## config.mk

```make
export PLATFORM = sky130hd
export DESIGN_NAME = dda_line_rasterizer
export DESIGN_NICKNAME = d
export VERILOG_FILES = /design/src/rtl/core/dda_pkg.sv /design/src/rtl/core/dda_line_rasterizer.sv /design/src/rtl/core/dda_setup.sv /design/src/rtl/core/dda_div.sv
export SDC_FILE = /design/constraint.sdc
export NUM_CORES = 1
export LEC_CHECK = 0
export BUFFER_PORTS_ARGS = -buffer_cell sky130_fd_sc_hd__buf_4
export CORE_ASPECT_RATIO = 1.2
export CORE_UTILIZATION = 69
export CTS_BUF_LIST = sky130_fd_sc_hd__clkbuf_8
export DETAILED_ROUTE_END_ITERATION = 8
export PLACE_DENSITY = 0.95
export SYNTH_ARGS = -nofsm -noshare
export SYNTH_HDL_FRONTEND = slang
export SYNTH_SLANG_ARGS = --single-unit
```

## constraint.sdc

```tcl
create_clock -name clk_i -period 5.1 [get_ports clk_i]
set_input_delay 1.02 -clock clk_i [delete_from_list [all_inputs] [get_ports clk_i]]
set_output_delay 1.02 -clock clk_i [all_outputs]
set_load 0.005 [all_outputs]
```

## src/rtl/core/dda_pkg.sv

```systemverilog
// ----------------------------------------------------------------------------
// dda_pkg
// Shared constants and types for the DDA line rasterizer.
// ----------------------------------------------------------------------------
package dda_pkg;

  localparam int CoordBits     = 6;
  localparam int InFracBits    = 8;
  localparam int SlopeFracBits = 16;

  typedef enum logic [1:0] {
    ST_IDLE,
    ST_DIV,
    ST_EMIT
  } state_e;

  typedef struct packed {
    logic skip;
    logic x_major;
    logic neg;
  } ctl_t;

endpackage

```

## src/rtl/core/dda_line_rasterizer.sv

```systemverilog
// ----------------------------------------------------------------------------
// dda_line_rasterizer
// DDA line rasterizer: one segment in, a stream of pixel words out.
// ----------------------------------------------------------------------------
// Input channel: in_valid_i/in_ready_o with the two endpoints in unsigned
// fixed point (COORD_BITS integer, IN_FRAC_BITS fraction bits).
// Output channel: out_valid_o/out_ready_i, one word per pixel, last_o set on
// the final pixel of a segment.
// One segment is taken at a time; in_ready_o is high only while idle.
// Sequence: setup when a segment is accepted, then the serial slope divider
// (a COORD_BITS+SLOPE_FRAC_BITS-bit quotient), the slope load, then one pixel
// per cycle while the receiver takes them. Segments whose truncated endpoints
// coincide, or whose major span is zero, produce no words.
// A stalled receiver holds the output register; stepping pauses until it is
// taken. The last word may still wait while the next segment is accepted.
// Reset returns to idle with no word pending.
// ----------------------------------------------------------------------------
module dda_line_rasterizer #(
  parameter int COORD_BITS = dda_pkg::CoordBits,
  parameter int IN_FRAC_BITS = dda_pkg::InFracBits,
  parameter int SLOPE_FRAC_BITS = dda_pkg::SlopeFracBits,
  localparam int InW = COORD_BITS + IN_FRAC_BITS
) (
  input  logic                  clk_i,
  input  logic                  rst_ni,
  input  logic                  in_valid_i,
  output logic                  in_ready_o,
  input  logic [InW-1:0]        start_x_i,
  input  logic [InW-1:0]        start_y_i,
  input  logic [InW-1:0]        end_x_i,
  input  logic [InW-1:0]        end_y_i,
  output logic                  out_valid_o,
  input  logic                  out_ready_i,
  output logic [COORD_BITS-1:0] pixel_x_o,
  output logic [COORD_BITS-1:0] pixel_y_o,
  output logic                  last_o
);

  localparam int NumW = COORD_BITS + SLOPE_FRAC_BITS;
  localparam int AccW = NumW + 2;
  localparam int ShUp = (SLOPE_FRAC_BITS >= IN_FRAC_BITS) ? SLOPE_FRAC_BITS - IN_FRAC_BITS : 0;
  localparam int ShDn = (SLOPE_FRAC_BITS >= IN_FRAC_BITS) ? 0 : IN_FRAC_BITS - SLOPE_FRAC_BITS;

  dda_pkg::state_e state_q, state_d;
  dda_pkg::ctl_t   set_ctl, ctl_q;

  logic [COORD_BITS-1:0] a1, a2, den;
  logic [InW-1:0]        b1, mag;
  logic [InW+ShUp-1:0]   mag_wide, b1_wide;
  logic [NumW-1:0]       num, b1_s, quot;
  logic                  div_start, div_done;

  logic [COORD_BITS-1:0] pos_q, end_q, pos_nxt, minor;
  logic signed [AccW-1:0] acc_q, slope_q, acc_sum, quot_ext;
  logic [COORD_BITS+1:0] ipart;
  logic                  accept, step, is_last;

  logic                  out_valid_q, last_q;
  logic [COORD_BITS-1:0] px_q, py_q;

  dda_setup #(
    .COORD_BITS  (COORD_BITS),
    .IN_FRAC_BITS(IN_FRAC_BITS)
  ) u_setup (
    .sx_i (start_x_i),
    .sy_i (start_y_i),
    .ex_i (end_x_i),
    .ey_i (end_y_i),
    .ctl_o(set_ctl),
    .a1_o (a1),
    .a2_o (a2),
    .den_o(den),
    .b1_o (b1),
    .mag_o(mag)
  );

  assign mag_wide = (InW + ShUp)'(mag) << ShUp;
  assign b1_wide = (InW + ShUp)'(b1) << ShUp;
  assign num = NumW'(mag_wide >> ShDn);
  assign b1_s = NumW'(b1_wide >> ShDn);

  dda_div #(
    .NUM_W(NumW),
    .DEN_W(COORD_BITS)
  ) u_div (
    .clk_i  (clk_i),
    .rst_ni (rst_ni),
    .start_i(div_start),
    .num_i  (num),
    .den_i  (den),
    .done_o (div_done),
    .quot_o (quot)
  );

  assign accept = in_valid_i && in_ready_o;

  assign acc_sum = acc_q + slope_q;
  assign ipart = acc_sum[AccW-1:SLOPE_FRAC_BITS];
  assign pos_nxt = pos_q + 1'b1;
  assign is_last = (pos_nxt == end_q);
  assign quot_ext = $signed({2'b00, quot});

  always_comb begin
    if (acc_sum[AccW-1]) begin
      minor = '0;
    end else if (ipart[COORD_BITS+1:COORD_BITS] != 2'b00) begin
      minor = '1;
    end else begin
      minor = ipart[COORD_BITS-1:0];
    end
  end

  always_comb begin
    state_d = state_q;
    unique case (state_q)
      dda_pkg::ST_IDLE: begin
        if (accept && !set_ctl.skip) state_d = dda_pkg::ST_DIV;
      end
      dda_pkg::ST_DIV: begin
        if (div_done) state_d = dda_pkg::ST_EMIT;
      end
      dda_pkg::ST_EMIT: begin
        if (step && is_last) state_d = dda_pkg::ST_IDLE;
      end
      default: state_d = dda_pkg::ST_IDLE;
    endcase
  end

  always_comb begin
    in_ready_o = 1'b0;
    div_start = 1'b0;
    step = 1'b0;
    unique case (state_q)
      dda_pkg::ST_IDLE: begin
        in_ready_o = 1'b1;
        div_start = accept && !set_ctl.skip;
      end
      dda_pkg::ST_DIV: ;
      dda_pkg::ST_EMIT: step = !out_valid_q || out_ready_i;
      default: ;
    endcase
  end

  always_ff @(posedge clk_i or negedge rst_ni) begin
    if (!rst_ni) begin
      state_q <= dda_pkg::ST_IDLE;
      out_valid_q <= 1'b0;
    end else begin
      state_q <= state_d;
      if (step) begin
        out_valid_q <= 1'b1;
      end else if (out_ready_i) begin
        out_valid_q <= 1'b0;
      end
    end
  end

  always_ff @(posedge clk_i) begin
    if (div_start) begin
      ctl_q <= set_ctl;
      pos_q <= a1;
      end_q <= a2;
      acc_q <= $signed({2'b00, b1_s});
    end
    if (state_q == dda_pkg::ST_DIV && div_done) begin
      slope_q <= ctl_q.neg ? -quot_ext : quot_ext;
    end
    if (step) begin
      acc_q <= acc_sum;
      pos_q <= pos_nxt;
      px_q <= ctl_q.x_major ? pos_nxt : minor;
      py_q <= ctl_q.x_major ? minor : pos_nxt;
      last_q <= is_last;
    end
  end

  assign out_valid_o = out_valid_q;
  assign pixel_x_o = px_q;
  assign pixel_y_o = py_q;
  assign last_o = last_q;

endmodule

```

## src/rtl/core/dda_setup.sv

```systemverilog
// ----------------------------------------------------------------------------
// dda_setup
// Picks the major axis, orders the endpoints and forms the minor magnitude.
// ----------------------------------------------------------------------------
module dda_setup #(
  parameter int COORD_BITS = dda_pkg::CoordBits,
  parameter int IN_FRAC_BITS = dda_pkg::InFracBits,
  localparam int InW = COORD_BITS + IN_FRAC_BITS
) (
  input  logic [InW-1:0]        sx_i,
  input  logic [InW-1:0]        sy_i,
  input  logic [InW-1:0]        ex_i,
  input  logic [InW-1:0]        ey_i,
  output dda_pkg::ctl_t         ctl_o,
  output logic [COORD_BITS-1:0] a1_o,
  output logic [COORD_BITS-1:0] a2_o,
  output logic [COORD_BITS-1:0] den_o,
  output logic [InW-1:0]        b1_o,
  output logic [InW-1:0]        mag_o
);

  logic [COORD_BITS-1:0] tsx, tsy, tex, tey;
  logic [COORD_BITS-1:0] ma1, ma2;
  logic [InW-1:0]        adx, ady, mb1, mb2;
  logic                  x_major, swap;

  assign tsx = sx_i[InW-1:IN_FRAC_BITS];
  assign tsy = sy_i[InW-1:IN_FRAC_BITS];
  assign tex = ex_i[InW-1:IN_FRAC_BITS];
  assign tey = ey_i[InW-1:IN_FRAC_BITS];

  assign adx = (sx_i > ex_i) ? sx_i - ex_i : ex_i - sx_i;
  assign ady = (sy_i > ey_i) ? sy_i - ey_i : ey_i - sy_i;
  assign x_major = (tsx != tex) && (ady < adx);

  assign ma1 = x_major ? tsx : tsy;
  assign ma2 = x_major ? tex : tey;
  assign mb1 = x_major ? sy_i : sx_i;
  assign mb2 = x_major ? ey_i : ex_i;
  assign swap = ma2 < ma1;

  always_comb begin
    a1_o = swap ? ma2 : ma1;
    a2_o = swap ? ma1 : ma2;
    b1_o = swap ? mb2 : mb1;
    den_o = a2_o - a1_o;
    ctl_o.x_major = x_major;
    ctl_o.neg = swap ? (mb1 < mb2) : (mb2 < mb1);
    mag_o = (mb1 > mb2) ? mb1 - mb2 : mb2 - mb1;
    ctl_o.skip = ((tsx == tex) && (tsy == tey)) || (ma1 == ma2);
  end

endmodule

```

## src/rtl/core/dda_div.sv

```systemverilog
// ----------------------------------------------------------------------------
// dda_div
// Restoring divider, one quotient bit per cycle through a single subtractor.
// ----------------------------------------------------------------------------
module dda_div #(
  parameter int NUM_W = 22,
  parameter int DEN_W = 6
) (
  input  logic             clk_i,
  input  logic             rst_ni,
  input  logic             start_i,
  input  logic [NUM_W-1:0] num_i,
  input  logic [DEN_W-1:0] den_i,
  output logic             done_o,
  output logic [NUM_W-1:0] quot_o
);

  localparam int CntW = $clog2(NUM_W + 1);

  logic             busy_q, done_q;
  logic [CntW-1:0]  cnt_q;
  logic [DEN_W-1:0] den_q, rem_q;
  logic [NUM_W-1:0] quo_q;
  logic [DEN_W:0]   trial;
  logic [DEN_W+1:0] diff;
  logic             fit;

  assign trial = {rem_q, quo_q[NUM_W-1]};
  assign diff = {1'b0, trial} - {2'b00, den_q};
  assign fit = ~diff[DEN_W+1];

  always_ff @(posedge clk_i or negedge rst_ni) begin
    if (!rst_ni) begin
      busy_q <= 1'b0;
      done_q <= 1'b0;
      cnt_q <= '0;
    end else begin
      done_q <= 1'b0;
      if (start_i) begin
        busy_q <= 1'b1;
        cnt_q <= CntW'(NUM_W);
      end else if (busy_q) begin
        cnt_q <= cnt_q - 1'b1;
        if (cnt_q == CntW'(1)) begin
          busy_q <= 1'b0;
          done_q <= 1'b1;
        end
      end
    end
  end

  always_ff @(posedge clk_i) begin
    if (start_i) begin
      quo_q <= num_i;
      rem_q <= '0;
      den_q <= den_i;
    end else if (busy_q) begin
      quo_q <= {quo_q[NUM_W-2:0], fit};
      rem_q <= fit ? diff[DEN_W-1:0] : trial[DEN_W-1:0];
    end
  end

  assign done_o = done_q;
  assign quot_o = quo_q;

endmodule

```

==> reports/qor.yml, run 1 <==
floorplanning:
  io_pins: 75
  dieHeight_um: 144
  fp-row-count: 51
  initial_core_util: 0.712
  die_w_um: 121
run_status:
  status: "aborted with a tool error"
  stop_stage: "clock tree synthesis"
  stop_error: "[ERROR DPL-0038] Utilization greater than 100%, impossible to legalize"
clock_network:
  ctsResizeCount: 354
  cts_max_level: 4
  ctsHoldBuffers: 0
  clk_path_buf_depth: 2
  clock-sinks: 119
  numCtsBuffers: 17
  cts_setup_buffers: 139
  cts-root-buf: "clkbuf_8"
logic_synthesis:
  synth_cell_types: 78
  synth_edf_count: 95
  ys_seq_area_frac: 0.291
  synth_top_flop_cell: "edfxtp_1"
  syn-num-nets: 1571
  ys_ff_latch: 119
  syn_inst: 1369
  syn_area_um2: 11600
  syn_avg_cell_area_um2: 8.50
  async_reset_ff_frac: 0.0840
  yosys_warnings: 0
placed_design:
  port_buffers: 74
  dp.cells: 1890
  place.detailed.hpwl_um: 32600
  place.gp.congestion: 1.04
  place_area_um2: 14800
## kinds of logic after synthesis
family | synth area share
buffers and inverters | 0.0644
AND/OR/NAND/NOR | 0.154
flip-flops | 0.291
multiplexers | 0.0581
XOR/XNOR | 0.0662
adder cells (fa/ha/maj) | 0.159
AO/OA/AOI/OAI | 0.207
## cell usage after synthesis (all sizes together), types with 5 or more instances
cell type	number	area (um^2)
or3	12	75.1
o41ai	6	52.6
or2	5	31.3
a211oi	9	67.6
mux2i	60	604
xnor2	57	499
nor2	109	409
a221oi	7	61.3
nand3	38	190
dfxtp	14	280
inv	137	514
a31oi	10	62.6
o21a	18	135
o22ai	10	62.6
o211ai	13	103
a21o	35	263
nand2b	15	93.8
ha	134	1680
xor2	31	272
fa	8	160
nor2b	15	93.8
and3	9	56.3
edfxtp	95	2850
or4	5	37.5
nand2	93	349
a21oi	127	639
o21ai	106	534
nand4	11	68.8
nor4	6	52.6
and2	13	81.3
o21bai	8	60.1
mux2	6	71.3
o31ai	7	52.6
nor3	22	110
dfrtp	10	250
buf	10	65.1
and4	7	63.8
clkbuf	44	166
## metrics by stage
| step | setup WS, ns | TNS (ns) |
|---|---|---|
| after floorplan | -2.33 | -156.92 |
| after global placement | -2.61 | -239.65 |
| after detailed placement | -3.07 | -264.45 |
==> run 2: changes to the inputs <==
--- a/config.mk
+++ b/config.mk
@@ -6,11 +6,9 @@
 export NUM_CORES = 1
 export LEC_CHECK = 0
 export BUFFER_PORTS_ARGS = -buffer_cell sky130_fd_sc_hd__buf_4
-export CORE_ASPECT_RATIO = 1.2
-export CORE_UTILIZATION = 69
-export CTS_BUF_LIST = sky130_fd_sc_hd__clkbuf_8
+export CORE_UTILIZATION = 40
 export DETAILED_ROUTE_END_ITERATION = 8
-export PLACE_DENSITY = 0.95
+export PLACE_DENSITY_LB_ADDON = 0.15
 export SYNTH_ARGS = -nofsm -noshare
 export SYNTH_HDL_FRONTEND = slang
 export SYNTH_SLANG_ARGS = --single-unit
==> reports/qor.yml, run 2 <==
clock_network:
  cts-root-buf: "clkbuf_16"
  ctsHoldBuffers: 0
  clk_path_buf_depth: 2
  insertion_delay_ns: 0.43
  clk_pin_slew_ns: 0.06
  clock-sinks: 119
  numCtsBuffers: 17
  cts_tree: "built"
  cts_max_level: 4
logic_synthesis:
  synth_top_flop_cell: "edfxtp_1"
  yosys.area.top_type: "edfxtp_1"
  synth_top_area_frac: 0.245
  syn_area_um2: 11600
  ys_ff_latch: 119
  synth_edf_count: 95
  async_reset_ff_frac: 0.0840
  ys_seq_area_frac: 0.291
  synthTopCellsByArea: "edfxtp_1 25%, ha_1 14%, a21oi_1 5.4%, mux2i_1 5.1%, o21ai_0 4.4%"
  synth_common_cells: "136 x inv_1, 134 x ha_1, 126 x a21oi_1, 109 x nor2_1, 103 x o21ai_0"
  yosys_warnings: 0
  syn-num-nets: 1571
  yosysMostFrequentCell: "inv_1"
  synth_cell_types: 78
  syn_avg_cell_area_um2: 8.50
  syn_inst: 1369
global_route:
  grt_overflow: 0
  antenna_found_initial: 0
  grt_pass1_vias: 11400
  gr-usage-all-layers: 0.243
  grt_max_degree: 37
  grt_pass1_wl_um: 57900
run_status:
  status: "finished with violations"
  violations: "setup timing"
critical_path:
  crit_type: "in -> reg"
  required_ns: 5.28
  cp_slowest_cell: "a311o_1"
  cp-start-kind: "input port"
  endpoint_kind: "flip-flop"
  crit_arrival_ns: 7.28
  r2r_cells: 11
  rrSetupSlack_ns: 1.61
  crit_fanout: 7
  cpMostUsedCell: "a21o_1"
  max_stage_delay_ns: 0.35
timing:
  max_slew_margin: 0.400
  rsz0062_at_grt: "true"
  setup_viol: 127
  maxSlewViolCount: 0
  fmax_mhz: 141
  hold_viol_final: 0
  fin_crit_ns: 7.09
  finalClockSkew_ns: 0.0148
  setup_tns_ns: -168.04
  holdWs_ns: 0.402
  fin_crit_sh: 1.39
  tightest_slew_ns: 0.892
  postLayoutSetupSlackWorst_ns: -1.99
floorplanning:
  fp-row-count: 62
  dieHeight_um: 173
  initial_core_util: 0.406
  die_area_um2: 29800
  fp.coreArea_um2: 28600
  io_pins: 75
  die_w_um: 173
detailed_routing:
  wl_per_cell_um: 16.9
  firstDrtPassIters: 5
  drc: 0
  vias: 11600
  postRouteAntennaNets: 0
  wl_um: 37400
  drt_iter0_markers: 667
  avgViaCountPerCell: 5.24
final_layout:
  register_area_um2: 3380
  stdcell_count: 2212
  fillCellCount: 2423
  final_common_cell: "buf_4"
  most-common-layout-cells: "417 x buf_4, 121 x inv_1, 115 x ha_1, 95 x edfxtp_1, 86 x nor2_1"
  final_util: 0.624
  n_antenna_cell: 0
  multiInputGateArea_um2: 8790
  drive_above_1_share: 0.401
  syn_to_final_growth_pct: 53.5
  final_area_um2: 17900
  nNetsFinal: 2017
worst_hold_path:
  hp-class: "in -> async"
placed_design:
  port_buffers: 74
  place_area_um2: 15300
  place.gp.congestion: 0.922
  dp.cells: 2099
  pre_cts_ws_ns: -2.85
  place.detailed.hpwl_um: 28400
power_and_ir_drop:
  p_leak_nw: 8.14
  powerDensity_nw_per_um2: 706
  peakVddDrop_mv: 0.372
  power.total_mw: 12.6
job:
  max-cap-violations: 0
==> run 2: cell counts after synthesis <==
Identical to the previous run, type by type.
==> run 2: layer usage <==
layer / vias up / track usage / part of all wire
li1: 5821 / - / -
met2: 225 / 0.427 / 0.50
met4: 0 / 0.0785 / 0.024
met1: 5492 / 0.307 / 0.44
met3: 48 / 0.0323 / 0.036
met5: - / 0 / 0
==> run 2: cells by family (layout without fill, tap and decap cells) <==
group                    Yosys count  after routing  synth area share
AO/OA/AOI/OAI                    391            391             0.207
flip-flops                       119            119             0.291
XOR/XNOR                          88             88            0.0662
adder cells (fa/ha/maj)          143            143             0.159
AND/OR/NAND/NOR                  370            370             0.154
buffers and inverters            192            651            0.0644
multiplexers                      66             66            0.0581
==> run 2: timing repair <==
action / 4_1_cts / 5_1_grt
gates cloned: 3 / 7
setup endpoints to repair: 127 / 127
resized for setup: 161 / 129
pin swaps: 69 / 52
buffers inserted: 51 / 24
==> run 2: final timing paths <==
path                                   startpoint                         end
max reg2reg                acc_q[1]$_SDFFCE_PN0P_      pixel_x_o[5]$_DFFE_PP_
min in group clk_i         u_div.done_o$_DFF_PN0_      state_q[0]$_DFFE_PN0P_
max in group asynchronous                  rst_ni      u_div.done_o$_DFF_PN0_
max                                    end_y_i[0]  u_div.quot_o[21]$_DFFE_PP_
min                                        rst_ni     out_valid_o$_DFFE_PN0P_
min reg2reg                u_div.done_o$_DFF_PN0_      state_q[0]$_DFFE_PN0P_
==> run 2: final cells by class <==
class,count,area share
flip-flops and latches,119,0.189
inverters,138,0.0303
well taps,384,0.0269
repair buffers,481,0.230
clock inverters,12,0.00497
multi-input cells,1058,0.492
clock buffers,20,0.0262
==> run 2: worst max-delay path, delay by kind of cell <==
kind	cells	cell delay, ns
buf+inv	8	0.93
simple gates	6	0.93
fa+ha+maj	4	1.05
xor+xnor	2	0.28
compound gates	17	3.05
==> run 2: power breakdown <==
group / internal (mW) / total (mW) / leakage [nW] / switching, mW
clock network: 0.666 / 1.12 / 0.281 / 0.458
logic: 5.03 / 9.75 / 6.73 / 4.72
registers: 1.51 / 1.73 / 1.13 / 0.219
Power figures use the tool's default switching activity.
==> run 3: changes to the inputs <==
==> constraint.sdc (replaced) <==
create_clock -name clk_i -period 5.1 [get_ports clk_i]
set_input_delay 0 -clock clk_i [delete_from_list [all_inputs] [get_ports clk_i]]
set_output_delay 0 -clock clk_i [all_outputs]
set_load 0.005 [all_outputs]
==> reports/qor.yml, run 3 (synthesis results as in run 2) <==
detailed_routing:
  firstDrtPassIters: 5
  wl_um: 36900
  postRouteAntennaNets: 0
  avgViaCountPerCell: 5.19
  drc: 0
  vias: 11500
  drt_iter0_markers: 529
  wl_per_cell_um: 16.7
power_and_ir_drop:
  p_leak_nw: 8.09
  powerDensity_nw_per_um2: 697
  peakVddDrop_mv: 0.450
placed_design:
  place.gp.congestion: 0.895
  dp.cells: 2098
  pre_cts_ws_ns: -1.83
  port_buffers: 74
  place.detailed.hpwl_um: 28600
timing:
  postLayoutSetupSlackWorst_ns: -0.977
  tightest_slew_ns: 0.906
  max_slew_margin: 0.391
  fin_crit_sh: 1.19
  maxSlewViolCount: 0
  setup_viol: 126
  rsz0062_at_grt: "true"
  hold_viol_final: 0
  fmax_mhz: 165
  fin_crit_ns: 6.08
  finalClockSkew_ns: 0.0148
critical_path:
  required_ns: 5.27
  rrSetupSlack_ns: 1.65
  crit_fanout: 12
  crit_arrival_ns: 6.25
  cp-start-kind: "input port"
  endpoint_kind: "flip-flop"
  crit_type: "in -> reg"
  max_stage_delay_ns: 0.33
  cp_slowest_cell: "fa_2"
floorplanning:
  dieHeight_um: 173
  die_w_um: 173
  initial_core_util: 0.406
  io_pins: 75
  fp-row-count: 62
  die_area_um2: 29800
  fp.coreArea_um2: 28600
job:
  max-cap-violations: 0
final_layout:
  fillCellCount: 2498
  syn_to_final_growth_pct: 51.4
  n_antenna_cell: 0
  nNetsFinal: 2017
  drive_above_1_share: 0.389
  most-common-layout-cells: "433 x buf_4, 123 x inv_1, 117 x ha_1, 95 x nor2_1, 95 x edfxtp_1"
  final_common_cell: "buf_4"
  stdcell_count: 2212
global_route:
  gr-usage-all-layers: 0.245
  grt_max_degree: 30
  grt_pass1_vias: 11400
  grt_overflow: 0
  antenna_found_initial: 0
  grt_pass1_wl_um: 58200
clock_network:
  cts_tree: "built"
  clk_pin_slew_ns: 0.05
  clock-sinks: 119
  cts-root-buf: "clkbuf_16"
  numCtsBuffers: 17
  cts_max_level: 4
  insertion_delay_ns: 0.42
  clk_path_buf_depth: 2
run_status:
  status: "finished with violations"
  violations: "setup timing"
worst_hold_path:
  hp-class: "in -> reg"
## run 3: repair_timing
| action | in CTS | in global routing |
|---|---|---|
| pin swaps | 74 | 70 |
| setup buffers | 63 | 18 |
| setup endpoints to repair | 126 | 126 |
| cloned | 5 | 0 |
| hold buffers | 3 | 0 |
| endpoints found under the hold margin | 11 | 0 |
| resized for setup | 160 | 95 |
## run 3: power by group
part / switching, mW / leakage [nW] / internal, mW
clock network: 0.434 / 0.291 / 0.718
registers: 0.225 / 1.13 / 1.51
logic: 4.57 / 6.67 / 4.82
total: 5.23 / 8.09 / 7.05
## run 3: metal layers
layer  vias up  GRT usage  share of wire
li1       5797          -              -
met1      5412      0.307           0.45
met2       218      0.433           0.49
met3        54     0.0314          0.032
met4         0     0.0818          0.026
met5         -          0              0
## run 3: path summary, 6_finish.rpt
kind | startpoint | endpoint | cells after the start
worst max-delay path | end_y_i[0] | u_div.quot_o[21]$_DFFE_PP_ | 35
worst min-delay path | end_x_i[11] | end_q[3]$_DFFE_PP_ | 4
worst max register to register | acc_q[1]$_SDFFCE_PN0P_ | pixel_y_o[5]$_DFFE_PP_ | 11
worst min register to register | u_div.done_o$_DFF_PN0_ | state_q[0]$_DFFE_PN0P_ | 1
max in group asynchronous | rst_ni | u_div.busy_q$_DFF_PN0_ | 3
min in group asynchronous | rst_ni | out_valid_o$_DFFE_PN0P_ | 3
## run 3: worst max-delay path: cells and delay by family
kind,cells,cell delay [ns]
fa+ha+maj,4,1.05
compound gates,15,2.79
simple gates,7,1.18
xor+xnor,2,0.30
mux,1,0.33
buf+inv,6,0.55
## run 3: layout make-up
type                       instances  area, um^2  area share
clock buffer                      23         520      0.0295
clock inverter                     9        58.8     0.00334
inverter                         138         542      0.0308
multi-input combinational       1058        8660       0.492
sequential                       119        3380       0.192
tap                              384         480      0.0273
timing repair buffer             481        3970       0.225
## run 3: metrics by stage
step | utilization | hold WS, ns | power, mW | TNS [ns] | instance area (um^2)
after floorplan | - | -0.296 | 6.23 | -33.94 | 12100
after global placement | 0.534 | -0.166 | 8.80 | -119.72 | 15300
after detailed placement | 0.534 | -0.164 | 8.88 | -126.90 | 15300
after CTS | 0.599 | 0.0954 | 11.6 | -43.79 | 17200
after global routing | 0.615 | 0.162 | 13.1 | -76.91 | 17600
final | 0.615 | 0.119 | 12.3 | -46.95 | 17600
==> run 4: changes to the inputs <==
--- a/config.mk
+++ b/config.mk
@@ -5,10 +5,11 @@
 export SDC_FILE = /design/constraint.sdc
 export NUM_CORES = 1
 export LEC_CHECK = 0
+export ABC_CLOCK_PERIOD_IN_PS = 5100
 export BUFFER_PORTS_ARGS = -buffer_cell sky130_fd_sc_hd__buf_4
 export CORE_UTILIZATION = 40
 export DETAILED_ROUTE_END_ITERATION = 8
-export PLACE_DENSITY_LB_ADDON = 0.15
+export PLACE_DENSITY = 0.61
 export SYNTH_ARGS = -nofsm -noshare
 export SYNTH_HDL_FRONTEND = slang
 export SYNTH_SLANG_ARGS = --single-unit
==> reports/qor.yml, run 4 (synthesis results as in run 2) <==
placed_design:
  port_buffers: 74
  dp.cells: 2116
  place.gp.congestion: 0.975
  place.detailed.hpwl_um: 28800
  pre_cts_ws_ns: -1.84
clock_network:
  cts-root-buf: "clkbuf_16"
  numCtsBuffers: 17
  insertion_delay_ns: 0.42
  clk_path_buf_depth: 2
  clk_pin_slew_ns: 0.06
  cts_max_level: 4
  cts_tree: "built"
  clock-sinks: 119
final_layout:
  most-common-layout-cells: "414 x buf_4, 119 x inv_1, 113 x ha_1, 95 x edfxtp_1, 82 x nor2_1"
  syn_to_final_growth_pct: 57.4
  drive_above_1_share: 0.420
  nNetsFinal: 2031
  final_common_cell: "buf_4"
  fillCellCount: 2285
  stdcell_count: 2226
  multiInputGateArea_um2: 9030
  register_area_um2: 3380
  n_antenna_cell: 0
timing:
  tightest_slew_ns: 0.999
  finalClockSkew_ns: 0.00998
  postLayoutSetupSlackWorst_ns: -1.08
  fin_crit_ns: 6.18
  maxSlewViolCount: 0
  hold_viol_final: 0
  fmax_mhz: 162
  setup_viol: 126
  rsz0062_at_grt: "true"
  max_slew_margin: 0.326
  fin_crit_sh: 1.21
detailed_routing:
  avgViaCountPerCell: 5.38
  drt_iter0_markers: 830
  vias: 12000
  wl_um: 39000
  postRouteAntennaNets: 0
  wl_per_cell_um: 17.5
  drc: 0
  firstDrtPassIters: 6
job:
  max-cap-violations: 0
worst_hold_path:
  hp-class: "in -> reg"
power_and_ir_drop:
  internal_power_mw: 7.59
  peakVddDrop_mv: 0.372
  p_sw_frac: 0.430
  p_clk_frac: 0.087
  power.total_mw: 13.3
  p_seq_frac: 0.130
  combPwrFrac: 0.783
  powerDensity_nw_per_um2: 727
  power_switching_mw: 5.72
  p_leak_nw: 8.30
global_route:
  grt_overflow: 0
  antenna_found_initial: 0
  grt_pass1_wl_um: 58600
  grt_max_degree: 37
  gr-usage-all-layers: 0.244
  grt_pass1_vias: 11700
critical_path:
  cp-start-kind: "input port"
  cp_slowest_cell: "fa_2"
  crit_arrival_ns: 6.36
  required_ns: 5.27
  endpoint_kind: "flip-flop"
  max_stage_delay_ns: 0.41
  crit_type: "in -> reg"
  crit_fanout: 6
  cpMostUsedCell: "buf_12"
floorplanning:
  initial_core_util: 0.406
  io_pins: 75
  dieHeight_um: 173
  die_area_um2: 29800
  die_w_um: 173
  fp-row-count: 62
  fp.coreArea_um2: 28600
run_status:
  status: "finished with violations"
  violations: "setup timing"
==> run 4: worst max-delay path: cells and delay by family <==
kind	cells	cell delay, ns
compound gates	14	2.79
simple gates	8	1.21
fa+ha+maj	4	1.09
buf+inv	7	0.76
xor+xnor	2	0.24
mux	1	0.24
==> run 4: area by class of cell <==
cell class              count  share of cell area
multi-input cells        1059               0.493
inverters                 138              0.0299
clock buffers              20              0.0262
clock inverters            12             0.00492
well taps                 384              0.0262
flip-flops and latches    119               0.185
repair buffers            494               0.235
==> run 4: worst paths after layout <==
path | cells after the start | slack (ns) | to | start
max in group asynchronous | 3 | 4.20 | u_div.cnt_q[0]$_DFFE_PN0P_ | rst_ni
max reg2reg | 11 | 1.29 | pixel_y_o[5]$_DFFE_PP_ | acc_q[1]$_SDFFCE_PN0P_
min reg2reg | 1 | 0.46 | state_q[0]$_DFFE_PN0P_ | u_div.done_o$_DFF_PN0_
max | 36 | -1.08 | u_div.quot_o[21]$_DFFE_PP_ | start_x_i[0]
min in group asynchronous | 3 | 0.60 | u_div.done_o$_DFF_PN0_ | rst_ni
min | 4 | 0.12 | end_q[3]$_DFFE_PP_ | end_y_i[11]
==> run 4: power groups by stage <==
stage | logic (mW) | clock network (mW) | registers (mW)
2_1_floorplan | 4.57 | 0 | 1.66
3_3_place_gp | 7.20 | 0 | 1.73
3_5_place_dp | 7.30 | 0 | 1.74
4_1_cts | 8.35 | 1.17 | 1.72
5_1_grt | 11.2 | 1.21 | 1.76
6_report | 10.4 | 1.16 | 1.73
==> run 4: what timing repair did <==
item	CTS	global route
pin swaps	70	81
buffers inserted	38	41
hold buffers	3	0
gates resized for setup	123	236
endpoints found under the setup margin	126	126
gates cloned	2	12
hold endpoints to repair	11	0
==> run 4: metal layers <==
| metal | vias up | GRT usage | wire (um) |
|---|---|---|---|
| met5 | - | 0 | 0 |
| li1 | 5838 | - | - |
| met3 | 97 | 0.0317 | 1390 |
| met2 | 316 | 0.427 | 19600 |
| met4 | 0 | 0.106 | 1570 |
| met1 | 5729 | 0.299 | 16500 |
==> run 4: through the flow <==
step | TNS, ns | hold slack (ns) | cell area (um^2) | utilization
6_report | -57.40 | 0.120 | 18300 | 0.640
5_1_grt | -84.89 | 0.135 | 18300 | 0.640
4_1_cts | -65.93 | 0.176 | 16700 | 0.585
3_5_place_dp | -129.33 | -0.167 | 15400 | 0.539
3_3_place_gp | -124.69 | -0.170 | 15400 | 0.539
2_1_floorplan | -33.94 | -0.296 | 12100 | -
